==> src/puv_pkg.sv <==
`timescale 1ns / 1ps
`default_nettype none
// ----------------------------------------------------------------------------
// puv_pkg: shared types and constants of the printable UTF-8 validator
// State record, lead byte limits and the per-code-point legality check.
// ----------------------------------------------------------------------------
package puv_pkg;

    localparam int unsigned BYTE_W = 8;
    localparam int unsigned CODE_W = 21;

    // Lead byte ranges
    localparam logic [BYTE_W-1:0] LEAD2_LO  = 8'hC2;
    localparam logic [BYTE_W-1:0] LEAD2_HI  = 8'hDF;
    localparam logic [BYTE_W-1:0] LEAD3_LO  = 8'hE0;
    localparam logic [BYTE_W-1:0] LEAD3_HI  = 8'hEF;
    localparam logic [BYTE_W-1:0] LEAD4_LO  = 8'hF0;
    localparam logic [BYTE_W-1:0] LEAD4_HI  = 8'hF4;
    localparam logic [BYTE_W-1:0] CONT_MASK = 8'hC0;
    localparam logic [BYTE_W-1:0] CONT_TAG  = 8'h80;
    localparam logic [BYTE_W-1:0] ASCII_TOP = 8'h80;

    // Code point limits
    localparam logic [CODE_W-1:0] MIN_CLS1   = 21'h000080;
    localparam logic [CODE_W-1:0] MIN_CLS2   = 21'h000800;
    localparam logic [CODE_W-1:0] MIN_CLS3   = 21'h010000;
    localparam logic [CODE_W-1:0] CTRL_LIMIT = 21'h000020;
    localparam logic [CODE_W-1:0] DEL_LO     = 21'h00007F;
    localparam logic [CODE_W-1:0] C1_HI      = 21'h00009F;
    localparam logic [CODE_W-1:0] SURR_LO    = 21'h00D800;
    localparam logic [CODE_W-1:0] SURR_HI    = 21'h00DFFF;
    localparam logic [CODE_W-1:0] CODE_MAX   = 21'h10FFFF;

    // Sequence length class
    typedef enum logic [1:0] {
        CLS_ONE   = 2'd0,
        CLS_TWO   = 2'd1,
        CLS_THREE = 2'd2,
        CLS_FOUR  = 2'd3
    } len_cls_t;

    typedef struct packed {
        logic [1:0]        bytes_owed;
        logic [CODE_W-1:0] partial_code;
        len_cls_t          length_class;
        logic              error_seen;
    } puv_state_t;

    localparam puv_state_t STATE_IDLE = '{
        bytes_owed:   2'd0,
        partial_code: '0,
        length_class: CLS_ONE,
        error_seen:   1'b0
    };

    localparam puv_state_t STATE_ERROR = '{
        bytes_owed:   2'd0,
        partial_code: '0,
        length_class: CLS_ONE,
        error_seen:   1'b1
    };

    // True when a finished code point breaks a rule.
    function automatic logic code_is_bad(input logic [CODE_W-1:0] code,
                                         input len_cls_t cls);
        logic [CODE_W-1:0] minimum;
        case (cls)
            CLS_TWO:   minimum = MIN_CLS1;
            CLS_THREE: minimum = MIN_CLS2;
            CLS_FOUR:  minimum = MIN_CLS3;
            default:   minimum = '0;
        endcase
        return (code < minimum) || (code < CTRL_LIMIT)
            || ((code >= DEL_LO) && (code <= C1_HI))
            || ((code >= SURR_LO) && (code <= SURR_HI))
            || (code > CODE_MAX);
    endfunction

endpackage
`default_nettype wire

==> src/puv_in_if.sv <==
`timescale 1ns / 1ps
`default_nettype none
// ----------------------------------------------------------------------------
// puv_in_if: byte channel into the validator
// One item is one string byte plus its end marker.
// ----------------------------------------------------------------------------
interface puv_in_if;
    logic       valid;
    logic       ready;
    logic [7:0] data_byte;
    logic       last_byte;

    modport source (output valid, output data_byte, output last_byte, input ready);
    modport sink   (input valid, input data_byte, input last_byte, output ready);
endinterface
`default_nettype wire

==> src/puv_out_if.sv <==
`timescale 1ns / 1ps
`default_nettype none
// ----------------------------------------------------------------------------
// puv_out_if: result channel out of the validator
// One item per input byte: running verdict and end-of-string flag.
// ----------------------------------------------------------------------------
interface puv_out_if;
    logic valid;
    logic ready;
    logic valid_so_far;
    logic end_of_string;

    modport source (output valid, output valid_so_far, output end_of_string, input ready);
    modport sink   (input valid, input valid_so_far, input end_of_string, output ready);
endinterface
`default_nettype wire

==> src/puv_step.sv <==
`timescale 1ns / 1ps
`default_nettype none
// ----------------------------------------------------------------------------
// puv_step: per-byte decode step
// Next validator state and running verdict for one byte, purely combinational.
// ----------------------------------------------------------------------------
module puv_step
    import puv_pkg::*;
(
    input  puv_state_t        cur,
    input  logic [BYTE_W-1:0] data_byte,
    input  logic              last_byte,
    output puv_state_t        nxt,
    output logic              valid_so_far
);

    logic [CODE_W-1:0] shifted_code;
    logic [1:0]        owed_dec;
    puv_state_t        upd;

    assign shifted_code = {cur.partial_code[CODE_W-7:0], data_byte[5:0]};
    assign owed_dec     = cur.bytes_owed - 2'd1;

    always_comb
    begin
        upd = cur;
        if (!cur.error_seen)
        begin
            if (cur.bytes_owed == 2'd0)
            begin
                if (data_byte < ASCII_TOP)
                begin
                    if (code_is_bad({{(CODE_W-BYTE_W){1'b0}}, data_byte}, CLS_ONE))
                        upd = STATE_ERROR;
                end
                else if (data_byte >= LEAD2_LO && data_byte <= LEAD2_HI)
                begin
                    upd.partial_code = {{(CODE_W-5){1'b0}}, data_byte[4:0]};
                    upd.bytes_owed   = 2'd1;
                    upd.length_class = CLS_TWO;
                end
                else if (data_byte >= LEAD3_LO && data_byte <= LEAD3_HI)
                begin
                    upd.partial_code = {{(CODE_W-4){1'b0}}, data_byte[3:0]};
                    upd.bytes_owed   = 2'd2;
                    upd.length_class = CLS_THREE;
                end
                else if (data_byte >= LEAD4_LO && data_byte <= LEAD4_HI)
                begin
                    upd.partial_code = {{(CODE_W-3){1'b0}}, data_byte[2:0]};
                    upd.bytes_owed   = 2'd3;
                    upd.length_class = CLS_FOUR;
                end
                else
                begin
                    upd = STATE_ERROR;
                end
            end
            else if ((data_byte & CONT_MASK) != CONT_TAG)
            begin
                upd = STATE_ERROR;
            end
            else
            begin
                upd.partial_code = shifted_code;
                upd.bytes_owed   = owed_dec;
                if (owed_dec == 2'd0)
                begin
                    if (code_is_bad(shifted_code, cur.length_class))
                        upd = STATE_ERROR;
                    else
                    begin
                        upd.partial_code = '0;
                        upd.length_class = CLS_ONE;
                    end
                end
            end
        end
    end

    // A sequence still open on the last byte fails the string.
    always_comb
    begin
        valid_so_far = !upd.error_seen;
        nxt          = upd;
        if (last_byte)
        begin
            if (upd.bytes_owed != 2'd0)
                valid_so_far = 1'b0;
            nxt = STATE_IDLE;
        end
    end

endmodule
`default_nettype wire

==> src/printable_utf8_validator.sv <==
`timescale 1ns / 1ps
`default_nettype none
// ----------------------------------------------------------------------------
// printable_utf8_validator: streaming printable UTF-8 checker
// Checks a string one byte per item and gives a running verdict per byte.
// ----------------------------------------------------------------------------
//  channel | dir | payload                          | handshake
//  --------+-----+----------------------------------+------------------
//  in_ch   | in  | data_byte[7:0], last_byte        | valid/ready
//  out_ch  | out | valid_so_far, end_of_string      | valid/ready
//
//  One byte per clock sustained while out_ch does not stall. Two register
//  stages: an input register, then the decode step and the result register,
//  which loads a byte's result as the byte leaves the input register.
//  The decode state (owed bytes, partial code, length class, error flag)
//  advances with each byte leaving the input register; it sets the rate.
//  Reset (rst_n low, asynchronous) empties both stages and clears the state.
//  A stall on out_ch holds the result and the input register; in_ch.ready
//  falls only once both stages hold an item.
// ----------------------------------------------------------------------------
module printable_utf8_validator
    import puv_pkg::*;
(
    input  wire logic  clk,
    input  wire logic  rst_n,
    puv_in_if.sink     in_ch,
    puv_out_if.source  out_ch
);

    // Input stage
    logic              in_v_reg;
    logic              in_v_next;
    logic [BYTE_W-1:0] in_byte_reg;
    logic              in_last_reg;

    // Result stage
    logic              out_v_reg;
    logic              out_v_next;
    logic              out_vsf_reg;
    logic              out_eos_reg;

    // Decode state
    puv_state_t        state_reg;
    puv_state_t        state_next;
    puv_state_t        step_state;
    logic              step_valid;

    logic              advance;   // result register free to load
    logic              fire;      // input register moves to result stage
    logic              take_in;   // byte accepted on in_ch

    assign advance = !out_v_reg || out_ch.ready;
    assign fire    = in_v_reg && advance;
    assign take_in = in_ch.valid && in_ch.ready;

    assign in_ch.ready = !in_v_reg || advance;

    puv_step u_step (
        .cur          (state_reg),
        .data_byte    (in_byte_reg),
        .last_byte    (in_last_reg),
        .nxt          (step_state),
        .valid_so_far (step_valid)
    );

    always_comb
    begin
        in_v_next  = take_in || (in_v_reg && !fire);
        out_v_next = fire || (out_v_reg && !out_ch.ready);
        state_next = fire ? step_state : state_reg;
    end

    // Control state
    always_ff @(posedge clk or negedge rst_n)
    begin
        if (!rst_n)
        begin
            in_v_reg  <= 1'b0;
            out_v_reg <= 1'b0;
            state_reg <= STATE_IDLE;
        end
        else
        begin
            in_v_reg  <= in_v_next;
            out_v_reg <= out_v_next;
            state_reg <= state_next;
        end
    end

    // Payload
    always_ff @(posedge clk)
    begin
        if (take_in)
        begin
            in_byte_reg <= in_ch.data_byte;
            in_last_reg <= in_ch.last_byte;
        end
        if (fire)
        begin
            out_vsf_reg <= step_valid;
            out_eos_reg <= in_last_reg;
        end
    end

    assign out_ch.valid         = out_v_reg;
    assign out_ch.valid_so_far  = out_vsf_reg;
    assign out_ch.end_of_string = out_eos_reg;

endmodule
`default_nettype wire

==> src/flat_wrapper.sv <==
// flat-port wrapper written by rule: the top's interface ports become plain ports
module printable_utf8_validator_flat import puv_pkg::*;
  (clk, rst_n, in_ch_valid, in_ch_data_byte, in_ch_last_byte, in_ch_ready, out_ch_valid, out_ch_valid_so_far, out_ch_end_of_string, out_ch_ready);
  puv_in_if in_ch_i ();
  puv_out_if out_ch_i ();
  input  wire logic clk;
  input  wire logic rst_n;
  input wire logic [$bits(in_ch_i.valid)-1:0] in_ch_valid;
  input wire logic [$bits(in_ch_i.data_byte)-1:0] in_ch_data_byte;
  input wire logic [$bits(in_ch_i.last_byte)-1:0] in_ch_last_byte;
  output wire logic [$bits(in_ch_i.ready)-1:0] in_ch_ready;
  output wire logic [$bits(out_ch_i.valid)-1:0] out_ch_valid;
  output wire logic [$bits(out_ch_i.valid_so_far)-1:0] out_ch_valid_so_far;
  output wire logic [$bits(out_ch_i.end_of_string)-1:0] out_ch_end_of_string;
  input wire logic [$bits(out_ch_i.ready)-1:0] out_ch_ready;
  assign in_ch_i.valid = in_ch_valid;
  assign in_ch_i.data_byte = in_ch_data_byte;
  assign in_ch_i.last_byte = in_ch_last_byte;
  assign in_ch_ready = in_ch_i.ready;
  assign out_ch_valid = out_ch_i.valid;
  assign out_ch_valid_so_far = out_ch_i.valid_so_far;
  assign out_ch_end_of_string = out_ch_i.end_of_string;
  assign out_ch_i.ready = out_ch_ready;
  printable_utf8_validator u_core (.clk(clk), .rst_n(rst_n), .in_ch(in_ch_i), .out_ch(out_ch_i));
endmodule
==> config.mk <==
export PLATFORM = sky130hd
export DESIGN_NAME = printable_utf8_validator_flat
export DESIGN_NICKNAME = d
export VERILOG_FILES = /design/src/puv_pkg.sv /design/src/puv_in_if.sv /design/src/puv_out_if.sv /design/src/puv_step.sv /design/src/printable_utf8_validator.sv /design/src/flat_wrapper.sv
export SDC_FILE = /design/constraint.sdc
export NUM_CORES = 1
export LEC_CHECK = 0
export ABC_CLOCK_PERIOD_IN_PS = 1900
export BUFFER_PORTS_ARGS = -buffer_cell sky130_fd_sc_hd__buf_2
export CORE_MARGIN = 2
export CORE_UTILIZATION = 35
export CTS_BUF_LIST = sky130_fd_sc_hd__clkbuf_4 sky130_fd_sc_hd__clkbuf_8
export DETAILED_ROUTE_END_ITERATION = 10
export MAX_ROUTING_LAYER = met4
export PLACE_DENSITY = 0.64
export SYNTH_ARGS = -nofsm -noshare
export SYNTH_HDL_FRONTEND = slang
export SYNTH_HIERARCHICAL = 1
export SYNTH_SLANG_ARGS = --single-unit
export TNS_END_PERCENT = 1
==> constraint.sdc <==
create_clock -name clk -period 1.9 [get_ports clk]
set_input_delay 0.285 -clock clk [delete_from_list [all_inputs] [get_ports clk]]
set_output_delay 0.285 -clock clk [all_outputs]
set_load 0.02 [all_outputs]
==> run metrics <==
Clock transition at path regs 0.07 ns; number of global-route vias before repair 1,547; R2R setup slack 0.03 ns; largest net degree at the start of global routing 23; CTS tree built; Filler cells 557; multi-input logic area 0.00119 mm^2; Worst Hold Class primary input to flip-flop; IO Pins 17; Die Area 0.00668 mm^2; dpl cells 295; Sink Count 33; vias 1,664; Die Width 81.7 um; PortBufs 16; final critical-path required period 1.87 ns; Critical Path Source Type flip-flop; Pins Over Slew Limit 0; Remaining DRCs 0; Starting Density 35.9%; peak supply drop 0.455 mV; Pleak 1.14 nW; DRT antenna net count 0; period utilisation layout 98.7%; clk_lat worst skew 0.29 ns; Setup crit end kind flip-flop; antenna cells 0; post-route clock skew 0.0106 ns; register area 881 um^2; total CTS buffers 5; Worst-Margin Slew 0.501 ns; row cnt 28; share of cells above drive strength 1 40.9%; WS Path Type flip-flop to flip-flop; Syn Inst Count 193; DP Wirelength 3250 um; slew margin rel. 66.6%; required time worst endpoint 2.07 ns; Final Setup Violations 0; hold slack 0.167 ns; PD cells 879 mW/mm^2; Avg Inst Size Synth 11.0 um^2; status completed; Net Count, Synth 210; RSZ-0062 raised after global routing true; Die H 81.7 um; Routed WL per cell 15.2 um; Max Clk Rate 0.533 GHz; Layout Nets 248; GP Congestion 0.849; Largest register FFs 20; Synthesis Warnings 6; Vias/cell 5.42; gr ovfl total 0; final std cells w/o fill 307; cell area after synthesis 0.00211 mm^2; Max Buffers Root-to-Sink 2; Iteration-0 DRC Markers 139; Crit path arrival time 2.05 ns; crit-path max FO 8; Area Growth Syn to Fin 23.5%; Core Region 0.00589 mm^2; WL final 4660 um; setup tns final 0 ns; root buf cell clkbuf_8; DRT Pass-1 Iters 4; initial antenna violation count 0; GRT Util Overall 15.7%; global-route wire length before repair 7690 um; htree depth 2; Final Hold Violating Endpoints 0; max_cap viols 0
## final cells by class
| type | count | share of cell area [%] |
|---|---|---|
| inverter | 9 | 1.29 |
| timing repair buffer | 44 | 11.4 |
| sequential | 33 | 33.7 |
| tap | 75 | 3.59 |
| clock inverter | 2 | 1.34 |
| multi-input combinational | 138 | 45.8 |
| clock buffer | 6 | 2.92 |
## path summary, 6_finish.rpt
check	start	endpoint	cells after the start
worst max-delay path	u_core/in_byte_reg[6]$_DFFE_PP_	u_core/state_reg[5]$_DFFE_PN0P_	7
worst min register to register	u_core/in_v_reg$_DFF_PN0_	u_core/out_ch.valid$_DFF_PN0_	1
max in group asynchronous	rst_n	u_core/state_reg[10]$_DFFE_PN0P_	2
worst max register to register	u_core/in_byte_reg[6]$_DFFE_PP_	u_core/state_reg[5]$_DFFE_PN0P_	7
worst min-delay path	in_ch_data_byte[3]	u_core/in_byte_reg[3]$_DFFE_PP_	1
min in group asynchronous	rst_n	u_core/state_reg[0]$_DFFE_PN0P_	2
## placed cells by master, fill, tap and decap left out, drive strengths merged, types with 7 or more instances in the layout
cell type and n:
buf 43, dfrtp 22, mux2 20, nor2 17
edfxtp 11, a22oi 10, inv 9, nor3 7
## per-layer routing
layer | vias up | global-route usage (%) | wire length (um)
li1 | 811 | - | -
met1 | 811 | 22.3 | 2230
met2 | 38 | 22.2 | 2170
met3 | 4 | 3.63 | 230
met4 | 0 | 4.50 | 38
met5 | - | - | 0
## timing repair
action | CTS | global route
hold endpoints to repair | 22 | 0
setup buffers | 2 | 1
hold buffers | 1 | 0
cloned | 0 | 0
endpoints found under the setup margin | 6 | 20
pin swaps | 4 | 11
gates resized for setup | 4 | 16
## power breakdown
part	total (mW)	internal (mW)	switching, mW
combinational	0.755	0.365	0.391
clock	0.657	0.403	0.254
sequential	0.884	0.811	0.0725
## per-stage QoR
step / setup slack (ns) / util [%] / power, mW / cell area [um^2]
after global placement: -0.0717 / 40.6 / 1.56 / 2390
after CTS: -0.0239 / 43.1 / 2.26 / 2540
final: 0.0253 / 44.4 / 2.30 / 2610
after global routing: -0.0485 / 44.4 / 2.43 / 2610
after detailed placement: -0.0622 / 40.6 / 1.57 / 2390
after floorplan: -0.0122 / - / 1.36 / 2120
## worst max-delay path: stages (launching register included)
cell      delay, ns
edfxtp_1       0.54
nor2_2         0.16
a31o_2         0.16
buf_6          0.12
o21bai_4       0.06
and2b_2        0.22
a22o_1         0.24
mux2_4         0.26
Power figures use the tool's default switching activity.
